--- src/sv/shake_detector_imu_defines.svh ---
// Assertion macros used by the shake detector top level.
`ifndef SHAKE_DETECTOR_IMU_DEFINES_SVH
`define SHAKE_DETECTOR_IMU_DEFINES_SVH

`ifndef SYNTH
// Same-cycle implication, sampled on clk_i, off while rst_ni is low.
`define SDI_ASSERT_NOW(lbl, ante, cons) \
  lbl: assert property (@(posedge clk_i) disable iff (!rst_ni) (ante) |-> (cons)) \
    else $error("shake detector check failed");
// Next-cycle implication, sampled on clk_i, off while rst_ni is low.
`define SDI_ASSERT_NEXT(lbl, ante, cons) \
  lbl: assert property (@(posedge clk_i) disable iff (!rst_ni) (ante) |=> (cons)) \
    else $error("shake detector check failed");
`else
`define SDI_ASSERT_NOW(lbl, ante, cons)
`define SDI_ASSERT_NEXT(lbl, ante, cons)
`endif

`endif

--- src/sv/sdi_pkg.sv ---
// Shared types, constants and helpers of the shake detector.
`timescale 1ns / 1ps
package sdi_pkg;

  localparam int unsigned SAMPLE_BITS_DEF = 16;
  localparam int unsigned TIME_BITS_DEF   = 32;
  localparam int unsigned REG_BITS        = 16;
  localparam int unsigned REG_IDX_BITS    = 3;
  localparam int unsigned FIELD_BITS      = 16;
  localparam int unsigned NOW_BITS        = 32;
  localparam int unsigned IN_DATA_BITS    = 6 * FIELD_BITS + NOW_BITS;
  localparam int unsigned OUT_DATA_BITS   = 40;

  // Register reset values.
  localparam logic [REG_BITS-1:0] GRAVITY_RST   = 16'd8192;
  localparam logic [REG_BITS-1:0] DEV_THR_RST   = 16'd4096;
  localparam logic [REG_BITS-1:0] CHG_THR_RST   = 16'd4096;
  localparam logic [REG_BITS-1:0] GYRO_THR_RST  = 16'd26200;
  localparam logic [REG_BITS-1:0] COOLDOWN_RST  = 16'd1000;

  // Register indexes on the configuration port.
  typedef enum logic [REG_IDX_BITS-1:0] {
    REG_GRAVITY  = 3'd0,
    REG_DEV_THR  = 3'd1,
    REG_CHG_THR  = 3'd2,
    REG_GYRO_THR = 3'd3,
    REG_COOLDOWN = 3'd4
  } cfg_reg_e;

  // Configuration register file.
  typedef struct packed {
    logic [REG_BITS-1:0] gravity_reference;
    logic [REG_BITS-1:0] accel_deviation_threshold;
    logic [REG_BITS-1:0] accel_change_threshold;
    logic [REG_BITS-1:0] gyro_threshold;
    logic [REG_BITS-1:0] cooldown_ms;
  } cfg_t;

  // Absolute difference of two register-wide unsigned values.
  function automatic logic [REG_BITS-1:0] absdiff(input logic [REG_BITS-1:0] a,
                                                  input logic [REG_BITS-1:0] b);
    return (a > b) ? (a - b) : (b - a);
  endfunction

endpackage

--- src/sv/shake_detector_imu.sv ---
// Top level of the inertial shake detector: stream ports, registers, lanes and output stage.
`timescale 1ns / 1ps
`include "shake_detector_imu_defines.svh"
// Shake detector for one inertial sample per transaction. Two lanes run side by
// side, one forming the accelerometer magnitude and one the gyro magnitude, each
// as the floor square root of the sum of squares; a merge stage then applies the
// gravity deviation, sample-to-sample change and gyro thresholds and the
// millisecond cooldown. From acceptance to a valid result, each lane's single
// multiplier squares the three axes one after another, the bit-serial root
// recurrence then forms the magnitude, and the finished lanes hand off into the
// output register. One sample is in flight at a time; the next is taken in the
// cycle after the result has moved into the output register, even while that
// result still waits for the sink. The user must write the configuration
// registers only while no sample is in flight; the block does not enforce this.
module shake_detector_imu #(
  parameter int unsigned SAMPLE_BITS = sdi_pkg::SAMPLE_BITS_DEF,
  parameter int unsigned TIME_BITS   = sdi_pkg::TIME_BITS_DEF
) (
  input  logic                                 clk_i,
  input  logic                                 rst_ni,
  // Configuration write port.
  input  logic                                 cfg_we_i,
  input  logic [sdi_pkg::REG_IDX_BITS-1:0]     cfg_index_i,
  input  logic [sdi_pkg::REG_BITS-1:0]         cfg_data_i,
  // Sample stream.
  input  logic                                 s_axis_tvalid,
  output logic                                 s_axis_tready,
  // accel_x[15:0], accel_y[31:16], accel_z[47:32], gyro_x[63:48],
  // gyro_y[79:64], gyro_z[95:80], now_ms[127:96]
  input  logic [sdi_pkg::IN_DATA_BITS-1:0]     s_axis_tdata,
  // Result stream.
  output logic                                 m_axis_tvalid,
  input  logic                                 m_axis_tready,
  // shake[0], accel_magnitude[16:1], gyro_magnitude[32:17], zeros[39:33]
  output logic [sdi_pkg::OUT_DATA_BITS-1:0]    m_axis_tdata
);

  localparam int unsigned FB = sdi_pkg::FIELD_BITS;

  sdi_pkg::cfg_t          cfg_q;
  logic                   busy_q;
  logic [TIME_BITS-1:0]   now_q;
  logic                   m_valid_q;
  logic                   m_shake_q;
  logic [FB-1:0]          m_amag_q;
  logic [FB-1:0]          m_gmag_q;

  logic                   in_fire;
  logic                   load;
  logic                   acc_done;
  logic                   gyr_done;
  logic [SAMPLE_BITS-1:0] acc_mag;
  logic [SAMPLE_BITS-1:0] gyr_mag;
  logic                   shake;

  assign s_axis_tready = !busy_q;
  assign in_fire       = s_axis_tvalid && s_axis_tready;
  assign load          = acc_done && gyr_done && (!m_valid_q || m_axis_tready);

  // Configuration registers.
  always_ff @(posedge clk_i or negedge rst_ni) begin
    if (!rst_ni) begin
      cfg_q.gravity_reference         <= sdi_pkg::GRAVITY_RST;
      cfg_q.accel_deviation_threshold <= sdi_pkg::DEV_THR_RST;
      cfg_q.accel_change_threshold    <= sdi_pkg::CHG_THR_RST;
      cfg_q.gyro_threshold            <= sdi_pkg::GYRO_THR_RST;
      cfg_q.cooldown_ms               <= sdi_pkg::COOLDOWN_RST;
    end else if (cfg_we_i) begin
      case (cfg_index_i)
        sdi_pkg::REG_GRAVITY:  cfg_q.gravity_reference         <= cfg_data_i;
        sdi_pkg::REG_DEV_THR:  cfg_q.accel_deviation_threshold <= cfg_data_i;
        sdi_pkg::REG_CHG_THR:  cfg_q.accel_change_threshold    <= cfg_data_i;
        sdi_pkg::REG_GYRO_THR: cfg_q.gyro_threshold            <= cfg_data_i;
        sdi_pkg::REG_COOLDOWN: cfg_q.cooldown_ms               <= cfg_data_i;
        default: ;
      endcase
    end
  end

  // Busy flag covers one sample from acceptance until its result is registered.
  always_ff @(posedge clk_i or negedge rst_ni) begin
    if (!rst_ni) begin
      busy_q <= 1'b0;
    end else if (in_fire) begin
      busy_q <= 1'b1;
    end else if (load) begin
      busy_q <= 1'b0;
    end
  end

  // Timestamp of the sample in flight.
  always_ff @(posedge clk_i) begin
    if (in_fire) begin
      now_q <= s_axis_tdata[6*FB +: TIME_BITS];
    end
  end

  // Magnitude lanes.
  sdi_mag_lane #(
    .SAMPLE_BITS(SAMPLE_BITS)
  ) u_acc_lane (
    .clk_i  (clk_i),
    .rst_ni (rst_ni),
    .start_i(in_fire),
    .x_i    (s_axis_tdata[0*FB +: SAMPLE_BITS]),
    .y_i    (s_axis_tdata[1*FB +: SAMPLE_BITS]),
    .z_i    (s_axis_tdata[2*FB +: SAMPLE_BITS]),
    .ack_i  (load),
    .done_o (acc_done),
    .mag_o  (acc_mag)
  );

  sdi_mag_lane #(
    .SAMPLE_BITS(SAMPLE_BITS)
  ) u_gyr_lane (
    .clk_i  (clk_i),
    .rst_ni (rst_ni),
    .start_i(in_fire),
    .x_i    (s_axis_tdata[3*FB +: SAMPLE_BITS]),
    .y_i    (s_axis_tdata[4*FB +: SAMPLE_BITS]),
    .z_i    (s_axis_tdata[5*FB +: SAMPLE_BITS]),
    .ack_i  (load),
    .done_o (gyr_done),
    .mag_o  (gyr_mag)
  );

  // Merge stage.
  sdi_decide #(
    .SAMPLE_BITS(SAMPLE_BITS),
    .TIME_BITS  (TIME_BITS)
  ) u_decide (
    .clk_i  (clk_i),
    .rst_ni (rst_ni),
    .cfg_i  (cfg_q),
    .amag_i (acc_mag),
    .gmag_i (gyr_mag),
    .now_i  (now_q),
    .load_i (load),
    .shake_o(shake)
  );

  // Output register.
  always_ff @(posedge clk_i or negedge rst_ni) begin
    if (!rst_ni) begin
      m_valid_q <= 1'b0;
    end else if (load) begin
      m_valid_q <= 1'b1;
    end else if (m_axis_tready) begin
      m_valid_q <= 1'b0;
    end
  end

  always_ff @(posedge clk_i) begin
    if (load) begin
      m_shake_q <= shake;
      m_amag_q  <= FB'(acc_mag);
      m_gmag_q  <= FB'(gyr_mag);
    end
  end

  assign m_axis_tvalid = m_valid_q;
  assign m_axis_tdata  = {7'b0, m_gmag_q, m_amag_q, m_shake_q};

  // Checks.
  `SDI_ASSERT_NOW(a_lanes_in_step, acc_done || gyr_done, acc_done && gyr_done)
  `SDI_ASSERT_NOW(a_done_while_busy, acc_done, busy_q)
  `SDI_ASSERT_NEXT(a_load_shows_result, load, m_axis_tvalid)
  `SDI_ASSERT_NEXT(a_accept_blocks_next, in_fire, !s_axis_tready && !acc_done)

endmodule

--- src/sv/sdi_mag_lane.sv ---
// One magnitude lane: sum of three squares, then a bit-serial integer square root.
`timescale 1ns / 1ps
module sdi_mag_lane #(
  parameter int unsigned SAMPLE_BITS = sdi_pkg::SAMPLE_BITS_DEF
) (
  input  logic                          clk_i,
  input  logic                          rst_ni,
  input  logic                          start_i,
  input  logic signed [SAMPLE_BITS-1:0] x_i,
  input  logic signed [SAMPLE_BITS-1:0] y_i,
  input  logic signed [SAMPLE_BITS-1:0] z_i,
  input  logic                          ack_i,
  output logic                          done_o,
  output logic [SAMPLE_BITS-1:0]        mag_o
);

  localparam int unsigned SUM_BITS = 2 * SAMPLE_BITS;
  localparam int unsigned REM_BITS = SAMPLE_BITS + 2;
  localparam int unsigned CNT_BITS = $clog2(SAMPLE_BITS);
  localparam logic [CNT_BITS-1:0] LAST_AXIS = CNT_BITS'(2);
  localparam logic [CNT_BITS-1:0] LAST_STEP = CNT_BITS'(SAMPLE_BITS - 1);

  typedef enum logic [1:0] {
    L_IDLE,
    L_SQUARE,
    L_ROOT,
    L_DONE
  } lane_state_e;

  lane_state_e               state_q;
  logic [CNT_BITS-1:0]       cnt_q;
  logic [SAMPLE_BITS-1:0]    abs_q [3];
  logic [SUM_BITS-1:0]       sum_q;
  logic [REM_BITS-1:0]       rem_q;
  logic [SAMPLE_BITS-1:0]    root_q;

  logic [SAMPLE_BITS-1:0]    abs_sel;
  logic [SUM_BITS-1:0]       square;
  logic [REM_BITS-1:0]       rem_shift;
  logic [REM_BITS-1:0]       trial;
  logic                      fits;

  // Two's complement magnitude of an axis; the most negative value maps to 2^(n-1).
  function automatic logic [SAMPLE_BITS-1:0] axis_abs(input logic signed [SAMPLE_BITS-1:0] v);
    return v[SAMPLE_BITS-1] ? SAMPLE_BITS'(-v) : SAMPLE_BITS'(v);
  endfunction

  // One multiplier squares one axis per cycle.
  assign abs_sel = abs_q[cnt_q[1:0]];
  assign square  = SUM_BITS'(abs_sel) * SUM_BITS'(abs_sel);

  // Restoring square root recurrence: one result bit per cycle.
  assign rem_shift = {rem_q[SAMPLE_BITS-1:0], sum_q[SUM_BITS-1 -: 2]};
  assign trial     = {root_q, 2'b01};
  assign fits      = (rem_shift >= trial);

  // Lane sequencer with its datapath registers.
  always_ff @(posedge clk_i or negedge rst_ni) begin
    if (!rst_ni) begin
      state_q <= L_IDLE;
      cnt_q   <= '0;
      abs_q   <= '{default: '0};
      sum_q   <= '0;
      rem_q   <= '0;
      root_q  <= '0;
    end else begin
      case (state_q)
        L_IDLE: begin
          if (start_i) begin
            abs_q[0] <= axis_abs(x_i);
            abs_q[1] <= axis_abs(y_i);
            abs_q[2] <= axis_abs(z_i);
            sum_q    <= '0;
            cnt_q    <= '0;
            state_q  <= L_SQUARE;
          end
        end
        L_SQUARE: begin
          sum_q <= sum_q + square;
          if (cnt_q == LAST_AXIS) begin
            cnt_q   <= LAST_STEP;
            rem_q   <= '0;
            root_q  <= '0;
            state_q <= L_ROOT;
          end else begin
            cnt_q <= cnt_q + 1'b1;
          end
        end
        L_ROOT: begin
          sum_q <= {sum_q[SUM_BITS-3:0], 2'b00};
          if (fits) begin
            rem_q  <= rem_shift - trial;
            root_q <= {root_q[SAMPLE_BITS-2:0], 1'b1};
          end else begin
            rem_q  <= rem_shift;
            root_q <= {root_q[SAMPLE_BITS-2:0], 1'b0};
          end
          if (cnt_q == '0) begin
            state_q <= L_DONE;
          end else begin
            cnt_q <= cnt_q - 1'b1;
          end
        end
        L_DONE: begin
          if (ack_i) begin
            state_q <= L_IDLE;
          end
        end
        default: state_q <= L_IDLE;
      endcase
    end
  end

  assign done_o = (state_q == L_DONE);
  assign mag_o  = root_q;

endmodule

--- src/sv/sdi_decide.sv ---
// Merge stage: combines both lane magnitudes into the shake decision and keeps history.
`timescale 1ns / 1ps
module sdi_decide #(
  parameter int unsigned SAMPLE_BITS = sdi_pkg::SAMPLE_BITS_DEF,
  parameter int unsigned TIME_BITS   = sdi_pkg::TIME_BITS_DEF
) (
  input  logic                   clk_i,
  input  logic                   rst_ni,
  input  sdi_pkg::cfg_t          cfg_i,
  input  logic [SAMPLE_BITS-1:0] amag_i,
  input  logic [SAMPLE_BITS-1:0] gmag_i,
  input  logic [TIME_BITS-1:0]   now_i,
  input  logic                   load_i,
  output logic                   shake_o
);

  logic [SAMPLE_BITS-1:0]       prev_mag_q;
  logic                         have_prev_q;
  logic [TIME_BITS-1:0]         last_shake_q;

  logic [sdi_pkg::REG_BITS-1:0] amag_w;
  logic [sdi_pkg::REG_BITS-1:0] gmag_w;
  logic [sdi_pkg::REG_BITS-1:0] deviation;
  logic [sdi_pkg::REG_BITS-1:0] change;
  logic [TIME_BITS-1:0]         elapsed;
  logic                         cool_ok;
  logic                         strong_accel;
  logic                         strong_gyro;

  assign amag_w = sdi_pkg::REG_BITS'(amag_i);
  assign gmag_w = sdi_pkg::REG_BITS'(gmag_i);

  // Accel deviation from gravity and change since the previous sample.
  assign deviation = sdi_pkg::absdiff(amag_w, cfg_i.gravity_reference);
  assign change    = have_prev_q ?
                     sdi_pkg::absdiff(amag_w, sdi_pkg::REG_BITS'(prev_mag_q)) : '0;

  assign strong_accel = (deviation > cfg_i.accel_deviation_threshold) ||
                        (change > cfg_i.accel_change_threshold);
  assign strong_gyro  = (gmag_w > cfg_i.gyro_threshold);

  // Wrapping elapsed time since the last shake gates the flag.
  assign elapsed = now_i - last_shake_q;
  assign cool_ok = (elapsed >= TIME_BITS'(cfg_i.cooldown_ms));
  assign shake_o = cool_ok && (strong_accel || strong_gyro);

  // History is updated once per sample as the result is registered.
  always_ff @(posedge clk_i or negedge rst_ni) begin
    if (!rst_ni) begin
      prev_mag_q   <= '0;
      have_prev_q  <= 1'b0;
      last_shake_q <= '0;
    end else if (load_i) begin
      prev_mag_q  <= amag_i;
      have_prev_q <= 1'b1;
      if (shake_o) begin
        last_shake_q <= now_i;
      end
    end
  end

endmodule

--- config.mk ---
export PLATFORM = sky130hd
export DESIGN_NAME = shake_detector_imu
export DESIGN_NICKNAME = d
export VERILOG_FILES = /design/src/sv/sdi_pkg.sv /design/src/sv/shake_detector_imu.sv /design/src/sv/sdi_mag_lane.sv /design/src/sv/sdi_decide.sv
export VERILOG_INCLUDE_DIRS = /design/src /design/src/sv
export SDC_FILE = /design/constraint.sdc
export NUM_CORES = 2
export LEC_CHECK = 0
export BUFFER_PORTS_ARGS = -buffer_cell sky130_fd_sc_hd__buf_2
export CAP_MARGIN = 10
export CELL_PAD_IN_SITES_DETAIL_PLACEMENT = 1
export CELL_PAD_IN_SITES_GLOBAL_PLACEMENT = 2
export CORE_MARGIN = 3
export CORE_UTILIZATION = 35
export DETAILED_ROUTE_END_ITERATION = 16
export PLACE_DENSITY = 0.83
export SLEW_MARGIN = 15
export SYNTH_ARGS = -nofsm -noshare
export SYNTH_HDL_FRONTEND = slang
export SYNTH_SLANG_ARGS = --single-unit
--- constraint.sdc ---
create_clock -name clk_i -period 23.3 [get_ports clk_i]
set_clock_uncertainty 0.15 [all_clocks]
set_input_delay 3.495 -clock clk_i [delete_from_list [all_inputs] [get_ports clk_i]]
set_output_delay 3.495 -clock clk_i [all_outputs]
set_load 0.02 [all_outputs]
# ---- After elaboration in Yosys (flattened, before gate mapping)
# Index checks and enable logic that the tools add are counted.
# W data, S select, Z words.
dict set report totals {
  reg_bits 432
  out_inout_bits 42
  in_bits 152
}
dict set report op_classes {
  reduce_logical 36
  n_mul 2
  add_sub_neg 19
  n_mux 49
  eq_ne 22
  bitwise 2
  magnitude_cmp 10
}
# cell count
set ops {}
lappend ops {{$mux W16} 19}
lappend ops {{$pmux W32 S3} 2}
lappend ops {{$pmux W16 S2} 4}
lappend ops {{$neg A16 Y16} 6}
lappend ops {{$sub A16 B16 Y16} 6}
lappend ops {{$gt A16 B16 Y1} 5}
lappend ops {{$add A32 B32 Y32} 2}
lappend ops {{$bmux W16 S2} 2}
lappend ops {{$mul A16 B16 Y32} 2}
lappend ops {{$ge A18 B18 Y1} 2}
lappend ops {{$ge A32 B16 Y1} 1}
lappend ops {{$mux W32} 1}
lappend ops {{$sub A32 B32 Y32} 1}
lappend ops {{$pmux W4 S3} 2}
lappend ops {{$reduce_and A2 Y1} 12}
lappend ops {{$mux W4} 5}
lappend ops {{$pmux W2 S4} 2}
lappend ops {{$mux W2} 6}
lappend ops {{$ne A2 B2 Y1 const B} 6}
lappend ops {{$add A4 B1 Y4 const B} 2}
lappend ops {{$eq A2 B2 Y1 const B} 4}
lappend ops {{$eq A4 B2 Y1 const B} 2}
lappend ops {{$logic_not A4 Y1} 2}
lappend ops {{$ne A2 B1 Y1 const B} 4}
lappend ops {{other kinds (17)} 40}

# ---- Depth between registers and ports, before layout
dict set report depth {
  depth_word 8
  depth_mapped 32
  depth_no_buf 29
}

# ---- Cells and area by module
# A second synthesis with hierarchy kept.
dict set report hier_totals {
  cells_unflattened 4850
  hier_area_um2 44151.1
}
# module instances cells_per_inst area_each_um2
set by_module_without_submodules {}
lappend by_module_without_submodules {{sdi_mag_lane (u_acc_lane)} 1 1765 15305.9}
lappend by_module_without_submodules {{sdi_mag_lane (u_gyr_lane)} 1 1757 15175.8}
lappend by_module_without_submodules {sdi_decide 1 1071 8466.9}
lappend by_module_without_submodules {shake_detector_imu 1 257 5202.5}

# ---- Worst setup path after synthesis
# Ideal clock, no wire load.
dict set report synth_timing {
  kind {register to register}
  start {register u_gyr_lane.cnt_q[0]}
  end {register u_gyr_lane.sum_q[28]}
  setup_ps 133
  arrival_ps 7732
  required_time_ps 23017
  stages_incl_launch_ff 29
  path_slack_ps 15285
  path_cell_list {dfrtp_1 clkbuf_1 buf_1 buf_1 mux2i_1 nor2_1 a21oi_1 clkinv_1 nand2_1 fa_1 fa_1 fa_1 inv_1 fa_1 fa_1 inv_1 fa_1 inv_1 ha_1 and2_1 o21ai_0 o21ai_0 a2111oi_0 o22ai_1 a221oi_1 a21oi_1 a21oi_1 xor2_1 o21ai_0}
}
dict set report synth_via {
  elab_chain_len 7
}
# element line
set synth_rtl {}
lappend synth_rtl {{from (decl)} sdi_mag_lane.sv:31} ;# logic [CNT_BITS-1:0] cnt_q;
lappend synth_rtl {{from (signal assigned)} sdi_mag_lane.sv:86} ;# cnt_q <= cnt_q + 1'b1;
lappend synth_rtl {{from (signal assigned)} sdi_mag_lane.sv:101} ;# cnt_q <= cnt_q - 1'b1;
lappend synth_rtl {{$not A2 Y3 (implied by the code)} sdi_mag_lane.sv:49} ;# assign abs_sel = abs_q[cnt_q[1:0]];
lappend synth_rtl {{$bmux W16 S2} sdi_mag_lane.sv:49}
lappend synth_rtl {{$mux W16 (implied by the code) (2 in series)} sdi_mag_lane.sv:49}
lappend synth_rtl {{$mul A16 B16 Y32} sdi_mag_lane.sv:50} ;# assign square = SUM_BITS'(abs_sel) * SUM_BITS'(abs_sel);
lappend synth_rtl {{$add A32 B32 Y32} sdi_mag_lane.sv:79} ;# sum_q <= sum_q + square;
lappend synth_rtl {{$pmux W32 S3} sdi_mag_lane.sv:67} ;# case (state_q)
lappend synth_rtl {{to (signal assigned)} sdi_mag_lane.sv:79}
lappend synth_rtl {{to (signal assigned)} sdi_mag_lane.sv:90} ;# sum_q <= {sum_q[SUM_BITS-3:0], 2'b00};
lappend synth_rtl {{to (decl)} sdi_mag_lane.sv:33} ;# logic [SUM_BITS-1:0] sum_q;
# No other way between the ends. The select of a mux whose other input is x is not followed.
# A chain may end at the register's enable or synchronous reset.

# ---- Worst setup path in the final report
# Same ends and word-level chain as after synthesis.

==> impl_results.md <==
- Result of the run: completed
- Worst path arrival time: 9930 ps
- Highest fanout seen on the critical path: 24
- Overflow left after global routing: 0
- Starting utilization of the core area: 0.354
- Post-Synthesis Cell Area: 42600 µm²
- HPWL after DPL: 96.3 mm
- Row Count: around 130
- Detailed router's first-iteration violation count: 1290
- Core box area: approximately 120000 µm²
- Async S/R FF share, synth: 0.850
- Clock tree sinks: 432
- Total global routing track utilization: 0.194
- Largest cells by area after synthesis: sky130_fd_sc_hd__dfrtp_1 21%, sky130_fd_sc_hd__fa_1 18%, sky130_fd_sc_hd__ha_1 12%
- Share of the synthesized area in the top cell type: 0.206
- CP Launch Type: register
- I/O Buffers: 186
- HP Start: u_gyr_lane.abs_q[25]$_DFFE_PN0P_
- Number of antenna violations at the first check in global routing: 3
- Post-Route Setup TNS: 0 ps
- Maximum buffer depth of the clock tree: 3
- Required time of the critical path: 23700 ps
- Number of nets in the layout: between 5000 and 6000
- Type of element capturing the critical path: register
- First-pass iteration count of the detailed router: 5
- Most used flip-flop cell after synthesis: sky130_fd_sc_hd__dfrtp_1
- TritonCTS Buffers: 56
- Setup CP Type: register to register
- Number of enable flip-flop cells after synthesis: 65
- Area Overhead vs Synth: 11.0%
- Post-synth top cells: 919 x sky130_fd_sc_hd__inv_1, 506 x sky130_fd_sc_hd__nand2_1, 421 x sky130_fd_sc_hd__ha_1
- Number of H-tree levels: 2
- Buffers inserted during post-CTS setup optimization: 0
- Clock latency reported for the late side of the worst-skew pair: around 690 ps
- Vertical die dimension: ~360 µm
- Max-capacitance violation count: 0
- Final Hold Violating Endpoints: 0
- Number of max-slew violations in the final report: 0
- Count of instances resized after the clock tree is built: 0
- Number of design rule violations left after detail routing: 0
- Top cell type by total area after synthesis: sky130_fd_sc_hd__dfrtp_1
- Per-cell routed wire length: 18.7 µm
- Pin count of the biggest net entering global routing: 97
- Fraction of layout instances using a drive strength above 1: 0.0908
- Shortest period the worst path allows: about 9500 ps
- Classification of the worst-slack hold path: register to register
- Vias in the first global route: roughly 36000
- Syn_area_per_cell: 9.09 µm²
- Post-CTS Hold Fix Bufs: 0
- Cells after Synth: 4691
- Reg-to-reg critical path startpoint: u_gyr_lane.cnt_q[0]$_DFFE_PN0P_
- Warnings, synthesis: 0
- Clock-pin slew on the worst setup and hold paths: 60 ps
- Post-synthesis sequential element count: 432
- First-pass GRT wire length: 197 mm
- Die width: 355 µm
- Most numerous cell in the Yosys netlist: sky130_fd_sc_hd__inv_1
- I/O pins: 194
- Die area: 126000 µm²
- Post-route clock period utilization: 0.409
- CTS tree: done
- Relative slew slack: 0.225
- Sequential area share after synthesis: 0.262
- Vias: 32541
- Worst Max-Slew Pin Slew: about 1200 ps
- Endpoints failing setup: 0
- Antenna Diode Count: 0
- Critical path launch point: u_gyr_lane.cnt_q[0]$_DFFE_PN0P_
- Remaining number of nets flagged by the antenna check after routing: 0
- CTS Root Cell: sky130_fd_sc_hd__clkbuf_16
- RSZ-0062 raised after global routing: false
- Via density: around 5.0
- Total length of routed wires: ~120 mm
- Post-synth cell types: 92
- Final Wtd Congestion: 0.869
- Highest attainable clock frequency: ~100 MHz
cell families (layout without fill, tap and decap cells):
| logic type | after synthesis | after routing | share of synthesized area |
|---|---|---|---|
| AO/OA/AOI/OAI | 955 | 955 | 0.141 |
| adder cells (fa/ha/maj) | 808 | 808 | 0.305 |
| other | 1 | 7 | 0.0000879 |
| flip-flops | 432 | 432 | 0.262 |
| multiplexers | 143 | 143 | 0.0382 |
| AND/OR/NAND/NOR | 1030 | 1030 | 0.108 |
| buffers and inverters | 1086 | 1259 | 0.0975 |
| XOR/XNOR | 236 | 236 | 0.0485 |
path summary, 6_finish.rpt:
kind | end | slack, ps | cells after the start
max | u_gyr_lane.sum_q[28]$_DFFE_PN0P_ | 13760 | 26
min | u_gyr_lane.abs_q[25]$_DFFE_PN0P_ | 330 | 2
max reg2reg | u_gyr_lane.sum_q[28]$_DFFE_PN0P_ | 13760 | 26
min reg2reg | u_gyr_lane.abs_q[25]$_DFFE_PN0P_ | 330 | 2
max in group asynchronous | u_gyr_lane.sum_q[25]$_DFFE_PN0P_ | 18210 | 3
min in group asynchronous | u_decide.last_shake_q[20]$_DFFE_PN0P_ | 2620 | 1
layout by cell type, fill, tap and decap left out, types with 58 or more instances in the layout:
cell / n
sky130_fd_sc_hd__nand3_1: 62
sky130_fd_sc_hd__dfrtp_1: 351
sky130_fd_sc_hd__o21ai_0: 367
sky130_fd_sc_hd__clkbuf_16: 58
sky130_fd_sc_hd__inv_1: 918
sky130_fd_sc_hd__fa_1: 387
sky130_fd_sc_hd__a21oi_1: 173
sky130_fd_sc_hd__ha_1: 421
sky130_fd_sc_hd__xnor2_1: 130
sky130_fd_sc_hd__nor2_1: 218
sky130_fd_sc_hd__a21o_1: 112
sky130_fd_sc_hd__mux2i_1: 76
sky130_fd_sc_hd__edfxtp_1: 65
sky130_fd_sc_hd__xor2_1: 106
sky130_fd_sc_hd__nand2_1: 504
sky130_fd_sc_hd__buf_2: 185
critical path, stage by stage (launching register included):
cell and delay [ps]:
sky130_fd_sc_hd__dfrtp_1 1040, sky130_fd_sc_hd__nor2_1 480, sky130_fd_sc_hd__a21oi_1 840, sky130_fd_sc_hd__inv_1 500
sky130_fd_sc_hd__nand2_1 260, sky130_fd_sc_hd__inv_1 80, sky130_fd_sc_hd__fa_1 530, sky130_fd_sc_hd__inv_1 50
sky130_fd_sc_hd__fa_1 460, sky130_fd_sc_hd__fa_1 530, sky130_fd_sc_hd__inv_1 60, sky130_fd_sc_hd__fa_1 450
sky130_fd_sc_hd__fa_1 530, sky130_fd_sc_hd__inv_1 60, sky130_fd_sc_hd__fa_1 470, sky130_fd_sc_hd__inv_1 40
sky130_fd_sc_hd__ha_1 330, sky130_fd_sc_hd__and3_1 260, sky130_fd_sc_hd__o21ai_0 80, sky130_fd_sc_hd__o21ai_0 120
sky130_fd_sc_hd__a2111oi_0 680, sky130_fd_sc_hd__o22ai_1 320, sky130_fd_sc_hd__a221oi_1 530, sky130_fd_sc_hd__a21oi_1 150
sky130_fd_sc_hd__a21oi_1 200, sky130_fd_sc_hd__xor2_1 140, sky130_fd_sc_hd__o21ai_0 80
state kept, by name, summed over array words and instances, names as in the netlist, 2 cells and up:
register               cells
u_acc_lane.state_q         2
u_gyr_lane.abs_q          48
u_gyr_lane.rem_q          16
cfg_q                     80
u_gyr_lane.sum_q          32
u_decide.prev_mag_q       16
u_gyr_lane.cnt_q           4
m_amag_q                  16
u_gyr_lane.state_q         2
u_acc_lane.sum_q          32
now_q                     32
u_acc_lane.rem_q          16
u_acc_lane.mag_o          16
m_gmag_q                  16
u_acc_lane.cnt_q           4
u_gyr_lane.mag_o          16
u_acc_lane.abs_q          48
u_decide.last_shake_q     32
routing by layer:
layer	wire, µm	vias up	share of wire	GRT usage
met3	4260	144	0.035	0.0234
met4	2800	4	0.023	0.0484
li1	-	15532	-	-
met2	59200	441	0.49	0.341
met5	27	-	0.00022	0
met1	55000	16420	0.45	0.253
final cells by class:
cell class / count / area [µm²]
Sequential cell: 432 / 11200
Clock buffer: 86 / 1730
Tap cell: 1612 / 2020
Fill cell: 14114 / 73100
Multi-Input combinational cell: 3179 / 27400
Clock inverter: 20 / 293
Inverter: 930 / 3490
Timing Repair Buffer: 223 / 1220
metrics by stage:
| step | instance area (µm²) | hold slack (ps) | instances | setup slack [ps] | util |
|---|---|---|---|---|---|
| finish | 47300 | 333 | 6482 | 13760 | 0.393 |
| global route | 47300 | 346 | 6482 | 13320 | 0.393 |
| CTS | 47300 | 334 | 6482 | 13840 | 0.393 |
| detailed placement | 45300 | 320 | 6376 | 13860 | 0.376 |
| global placement | 45300 | 311 | 6376 | 14140 | 0.376 |
| floorplan | 42700 | 293 | 4697 | 15280 | - |
Power is left out: the tool's default activity adds up to more than one toggle a clock period on the data nets, which glitch-free logic cannot reach.
